===== src/rtl/nv12rgb_pkg.sv =====
// Shared types, constants and register codes of the NV12 to RGB converter.
package nv12rgb_pkg;

    localparam int DEF_MAX_WIDTH  = 4096;
    localparam int DEF_MAX_HEIGHT = 4096;

    localparam int CFG_W     = 13;
    localparam int CFG_IDX_W = 2;

    localparam logic [CFG_W-1:0] RST_FRAME_WIDTH  = 13'd1920;
    localparam logic [CFG_W-1:0] RST_FRAME_HEIGHT = 13'd1080;

    // Conversion arithmetic runs in this signed width.
    localparam int ARITH_W = 20;

    localparam logic signed [ARITH_W-1:0] K_298   = 20'sd298;
    localparam logic signed [ARITH_W-1:0] K_409   = 20'sd409;
    localparam logic signed [ARITH_W-1:0] K_100   = 20'sd100;
    localparam logic signed [ARITH_W-1:0] K_208   = 20'sd208;
    localparam logic signed [ARITH_W-1:0] K_516   = 20'sd516;
    localparam logic signed [ARITH_W-1:0] K_359   = 20'sd359;
    localparam logic signed [ARITH_W-1:0] K_88    = 20'sd88;
    localparam logic signed [ARITH_W-1:0] K_183   = 20'sd183;
    localparam logic signed [ARITH_W-1:0] K_454   = 20'sd454;
    localparam logic signed [ARITH_W-1:0] K_ROUND = 20'sd128;
    localparam logic signed [ARITH_W-1:0] K_MAX8  = 20'sd255;

    typedef enum logic [CFG_IDX_W-1:0] {
        CFG_FRAME_WIDTH  = 2'd0,
        CFG_FRAME_HEIGHT = 2'd1,
        CFG_SWAP_CHROMA  = 2'd2,
        CFG_FULL_RANGE   = 2'd3
    } cfg_index_t;

    typedef struct packed {
        logic row_end;
        logic frame_end;
    } pix_flags_t;

    typedef struct packed {
        logic swap_chroma;
        logic full_range;
    } cvt_cfg_t;

endpackage


===== src/rtl/nv12rgb_color.sv =====
// BT.601 YUV to RGB conversion pipeline with clamping and an output register.
module nv12rgb_color
    import nv12rgb_pkg::*;
(
    input  logic       clk,
    input  logic       rst_n,
    input  cvt_cfg_t   cfg,
    input  logic       in_valid,
    output logic       in_ready,
    input  logic [7:0] in_luma,
    input  logic [15:0] in_pair,
    input  pix_flags_t in_flags,
    output logic       out_valid,
    input  logic       out_ready,
    output logic [7:0] out_red,
    output logic [7:0] out_green,
    output logic [7:0] out_blue,
    output pix_flags_t out_flags
);

    function automatic logic [7:0] clamp8(input logic signed [ARITH_W-1:0] v);
        logic [7:0] res;
        if (v < 0)
        begin
            res = 8'd0;
        end
        else if (v > K_MAX8)
        begin
            res = 8'd255;
        end
        else
        begin
            res = v[7:0];
        end
        return res;
    endfunction

    logic en_b;
    logic en_c;

    // Product stage registers.
    logic                      vb_reg;
    logic [7:0]                y_b_reg;
    pix_flags_t                flags_b_reg;
    logic signed [ARITH_W-1:0] c298_reg, e409_reg, d100_reg, e208_reg, d516_reg;
    logic signed [ARITH_W-1:0] e359_reg, d88_reg, e183_reg, d454_reg;

    logic signed [ARITH_W-1:0] c298_next, e409_next, d100_next, e208_next, d516_next;
    logic signed [ARITH_W-1:0] e359_next, d88_next, e183_next, d454_next;

    // Output registers.
    logic       ov_reg;
    logic [7:0] red_reg, green_reg, blue_reg;
    pix_flags_t flags_o_reg;
    logic [7:0] red_next, green_next, blue_next;

    logic [7:0]                u_byte, v_byte;
    logic signed [8:0]         d_s, e_s;
    logic signed [9:0]         ym16;
    logic signed [ARITH_W-1:0] d_x, e_x, c_x;

    assign en_c     = !ov_reg || out_ready;
    assign en_b     = !vb_reg || en_c;
    assign in_ready = en_b;

    always_comb
    begin
        u_byte = cfg.swap_chroma ? in_pair[7:0]  : in_pair[15:8];
        v_byte = cfg.swap_chroma ? in_pair[15:8] : in_pair[7:0];
        d_s    = $signed({1'b0, u_byte}) - 9'sd128;
        e_s    = $signed({1'b0, v_byte}) - 9'sd128;
        ym16   = $signed({2'b00, in_luma}) - 10'sd16;
        d_x    = ARITH_W'(d_s);
        e_x    = ARITH_W'(e_s);
        c_x    = ARITH_W'(ym16);
        c298_next = c_x * K_298;
        e409_next = e_x * K_409;
        d100_next = d_x * K_100;
        e208_next = e_x * K_208;
        d516_next = d_x * K_516;
        e359_next = e_x * K_359;
        d88_next  = d_x * K_88;
        e183_next = e_x * K_183;
        d454_next = d_x * K_454;
    end

    always_comb
    begin
        logic signed [ARITH_W-1:0] y_x;
        logic signed [ARITH_W-1:0] r_v, g_v, b_v;
        y_x = ARITH_W'($signed({1'b0, y_b_reg}));
        if (cfg.full_range)
        begin
            r_v = y_x + ((e359_reg + K_ROUND) >>> 8);
            g_v = y_x - ((d88_reg + e183_reg + K_ROUND) >>> 8);
            b_v = y_x + ((d454_reg + K_ROUND) >>> 8);
        end
        else
        begin
            r_v = (c298_reg + e409_reg + K_ROUND) >>> 8;
            g_v = (c298_reg - d100_reg - e208_reg + K_ROUND) >>> 8;
            b_v = (c298_reg + d516_reg + K_ROUND) >>> 8;
        end
        red_next   = clamp8(r_v);
        green_next = clamp8(g_v);
        blue_next  = clamp8(b_v);
    end

    always_ff @(posedge clk or negedge rst_n)
    begin
        if (!rst_n)
        begin
            vb_reg <= 1'b0;
            ov_reg <= 1'b0;
        end
        else
        begin
            if (en_b)
            begin
                vb_reg <= in_valid;
            end
            if (en_c)
            begin
                ov_reg <= vb_reg;
            end
        end
    end

    always_ff @(posedge clk)
    begin
        if (en_b)
        begin
            y_b_reg     <= in_luma;
            flags_b_reg <= in_flags;
            c298_reg    <= c298_next;
            e409_reg    <= e409_next;
            d100_reg    <= d100_next;
            e208_reg    <= e208_next;
            d516_reg    <= d516_next;
            e359_reg    <= e359_next;
            d88_reg     <= d88_next;
            e183_reg    <= e183_next;
            d454_reg    <= d454_next;
        end
        if (en_c)
        begin
            red_reg     <= red_next;
            green_reg   <= green_next;
            blue_reg    <= blue_next;
            flags_o_reg <= flags_b_reg;
        end
    end

    assign out_valid = ov_reg;
    assign out_red   = red_reg;
    assign out_green = green_reg;
    assign out_blue  = blue_reg;
    assign out_flags = flags_o_reg;

endmodule


===== config.mk =====
export PLATFORM = sky130hd
export DESIGN_NAME = nv12rgb_color
export DESIGN_NICKNAME = d
export VERILOG_FILES = /design/src/rtl/nv12rgb_pkg.sv /design/src/rtl/nv12rgb_color.sv
export SDC_FILE = /design/constraint.sdc
export NUM_CORES = 1
export LEC_CHECK = 0
export BUFFER_PORTS_ARGS = -buffer_cell sky130_fd_sc_hd__buf_4
export CAP_MARGIN = 20
export CORE_UTILIZATION = 30
export CTS_BUF_LIST = sky130_fd_sc_hd__clkbuf_8
export DETAILED_ROUTE_END_ITERATION = 10
export SETUP_SLACK_MARGIN = 0.4
export SLEW_MARGIN = 10
export SYNTH_ARGS = -nofsm -noshare
export SYNTH_HDL_FRONTEND = slang
export SYNTH_SLANG_ARGS = --single-unit

===== constraint.sdc =====
create_clock -name clk -period 9.1 [get_ports clk]
set_input_delay 0.455 -clock clk [delete_from_list [all_inputs] [get_ports clk]]
set_output_delay 0.455 -clock clk [all_outputs]
set_load 0.02 [all_outputs]

==> out/metrics.yaml <==
status:
  status: "complete, no violations"
critical_path:
  setup.worst_path.class: "input port to flip-flop"
  crit_chain: "buf_4 > mux2i_1 > inv_1 > ha_1 > fa_1 > fa_1 > inv_1 > fa_1 > inv_1 > ha_1 > ha_1 > inv_1 > o21bai_1 > a21oi_1 > o21a_1 > o21ai_0 > nor2_1 > o21ai_0 > nor3_1"
  cp_max_fo: 16
  critPathSlowestCell: "mux2i_1"
  slowest_delay_ps: 550
  critPathRequiredTime_ps: 9380
  crit_family: "adder cells"
  timing.critical_path.buf_inv: 5
  end_kind: "flip-flop"
  critical_path_arrival_ps: 5690
  crit_top_cell: "inv_1"
  worstSetupStartpointType: "input port"
detailed_routing:
  viasPerCell: 4.812
  via_count: 13760
  drt-total-wl_mm: 47.68
  drt-pass1-iter-count: 5
  ant_nets: 0
  drc: 0
  routedWlPerCell_microns: 16.68
  initialDrtViolationCount: 850
floorplanning:
  die_w_microns: 257.0
  placementRows: 93
  die_area_sq_mm: 0.06607
  core-area_sq_mm: 0.06435
  initial_core_util_pct: 30.33
  pin_count: 60
  dieHeight_microns: 257.0
global_routing:
  grt_pass1_wl_mm: 75.13
  overflow: 0
  grt_use_met2_pct: 24.48
  globalRouteTotalUtil_pct: 14.76
  grt_max_degree: 76
  grt_util_met3_pct: 2.827
  antenna_found_initial: 1
  grt.busiest_layer: "met2"
  grt_pass1_vias: 13920
  grtUsageMet1_pct: 19.45
synth:
  synthFlopType: "edfxtp_1"
  syn_area_sq_mm: 0.01951
  yosysMostFrequentCell: "ha_1"
  synth_edf_count: 165
  synth_area_per_cell_sq_um: 10.15
  synth_top_cell_by_area: "ha_1"
  synth_top_area_share_pct: 26.74
  synth_area_leaders: "ha_1, edfxtp_1, fa_1"
  yosysWarnings: 0
  synth_fp_nets: 2483
  synth.cells.most_frequent: "ha_1, inv_1, edfxtp_1"
  ys_types: 79
  syn_inst: 1922
  async_flop_share_pct: 1.198
  ys_seq_area_share_pct: 25.65
  ys_seq_elements: 167
final_layout:
  largest_reg_flops: 19
  stdcell_count: 2859
  synthToLayoutAreaGrowth_pct: 9.637
  finish.instance_area_sq_mm: 0.02139
  drive_gt1_share_pct: 6.640
  nets: 2551
run:
  max-cap-violations: 0
clock_tree:
  htreeDepth: 4
  clock_latency_ps: 550
  cts_inserted_buffers: 17
  clockRootBuffer: "clkbuf_8"
  cts.sinks: 167
  clock_path_buffers: 2
  clk_pin_slew_ps: 90
  cts_tree: "built"
timing:
  finalCriticalPeriod_ps: 5413
  relSlewSlack_pct: 29.26
  hold_viol: 0
  final.setup.worst_slack_ps: 3687
  tightest_slew_ps: 1056
  setup_tns_ps: 0
  final_max_slew_viol_count: 0
  rsz0062_at_grt: "false"
  max_freq_mhz: 184.7
  setup_viol: 0
  final_min_period_over_clock_period_pct: 59.49
  skew_ps: 15.03
placement:
  io_buffers: 59
  dp_slack_ps: 3078
  numPlacedInstances: 2824
  gp_congestion: 0.9181
  place_area_sq_mm: 0.02101
  dpl.hpwl_mm: 38.93
worst_hold_path:
  min_path_type: "input port to flip-flop"
-- stage by stage --
step	util, %	hold WS (ps)
floorplan	-	159.4
global placement	32.65	236.5
detailed placement	32.65	241.0
CTS	33.24	4.975
global route	33.25	30.18
finish	33.25	73.33
-- final cells by class --
type                            instances  area, sq um
Antenna cell                            1        2.502
Clock buffer                           17        234.0
Clock inverter                         15        130.1
Fill cell                            6480        42950
Inverter                              330         1239
Multi-Input combinational cell       1406        13200
Sequential cell                       167         5005
Tap cell                              855         1070
Timing Repair Buffer                   68        510.5
-- logic make-up (layout without fill, tap and decap cells) --
family | Yosys count | after routing | share of synthesized area (%)
simple gates | 332 | 332 | 8.611
xor+xnor | 159 | 159 | 7.213
fa+ha+maj | 530 | 530 | 38.28
other cells | 0 | 1 | 0
buf+inv | 349 | 430 | 6.713
compound gates | 358 | 358 | 12.08
flops | 167 | 167 | 25.65
mux | 27 | 27 | 1.455
-- final timing paths --
kind | startpoint | end | slack [ps] | cells after the start
worst max-delay path | cfg[1] | e359_reg[17] | 3690 | 19
worst min-delay path | in_flags[1] | flags_b_reg[1] | 70 | 1
worst max register to register | d88_reg[7] | out_green[7] | 3930 | 20
worst min register to register | flags_b_reg[1] | out_flags[1] | 430 | 0
max in group asynchronous | rst_n | out_valid | 8790 | 2
min in group asynchronous | rst_n | vb_reg | 220 | 2
-- cell usage in the layout, fill, tap and decap left out, types with 37 or more instances in the layout --
| cell type | n |
|---|---|
| ha_1 | 417 |
| inv_1 | 329 |
| edfxtp_1 | 165 |
| xnor2_1 | 121 |
| fa_1 | 112 |
| a21oi_1 | 95 |
| nor2_1 | 80 |
| nand2_1 | 76 |
| o21ai_0 | 71 |
| buf_4 | 66 |
| xor2_1 | 37 |
-- metal layers --
metal	vias up	routed length, microns
met5	-	0
met4	0	852
met3	46	2122
met2	282	22520
met1	6592	22190
li1	6837	-
-- repair_timing --
action                                  4_1_cts  5_1_grt
gates resized for setup                       0        0
hold endpoints to repair                      2        0
endpoints found under the setup margin        0        0
hold buffers                                  1        0
buffers inserted                              0        0
Power is left out: the tool's default activity adds up to more than one toggle a clock period on the data nets, which glitch-free logic cannot reach.
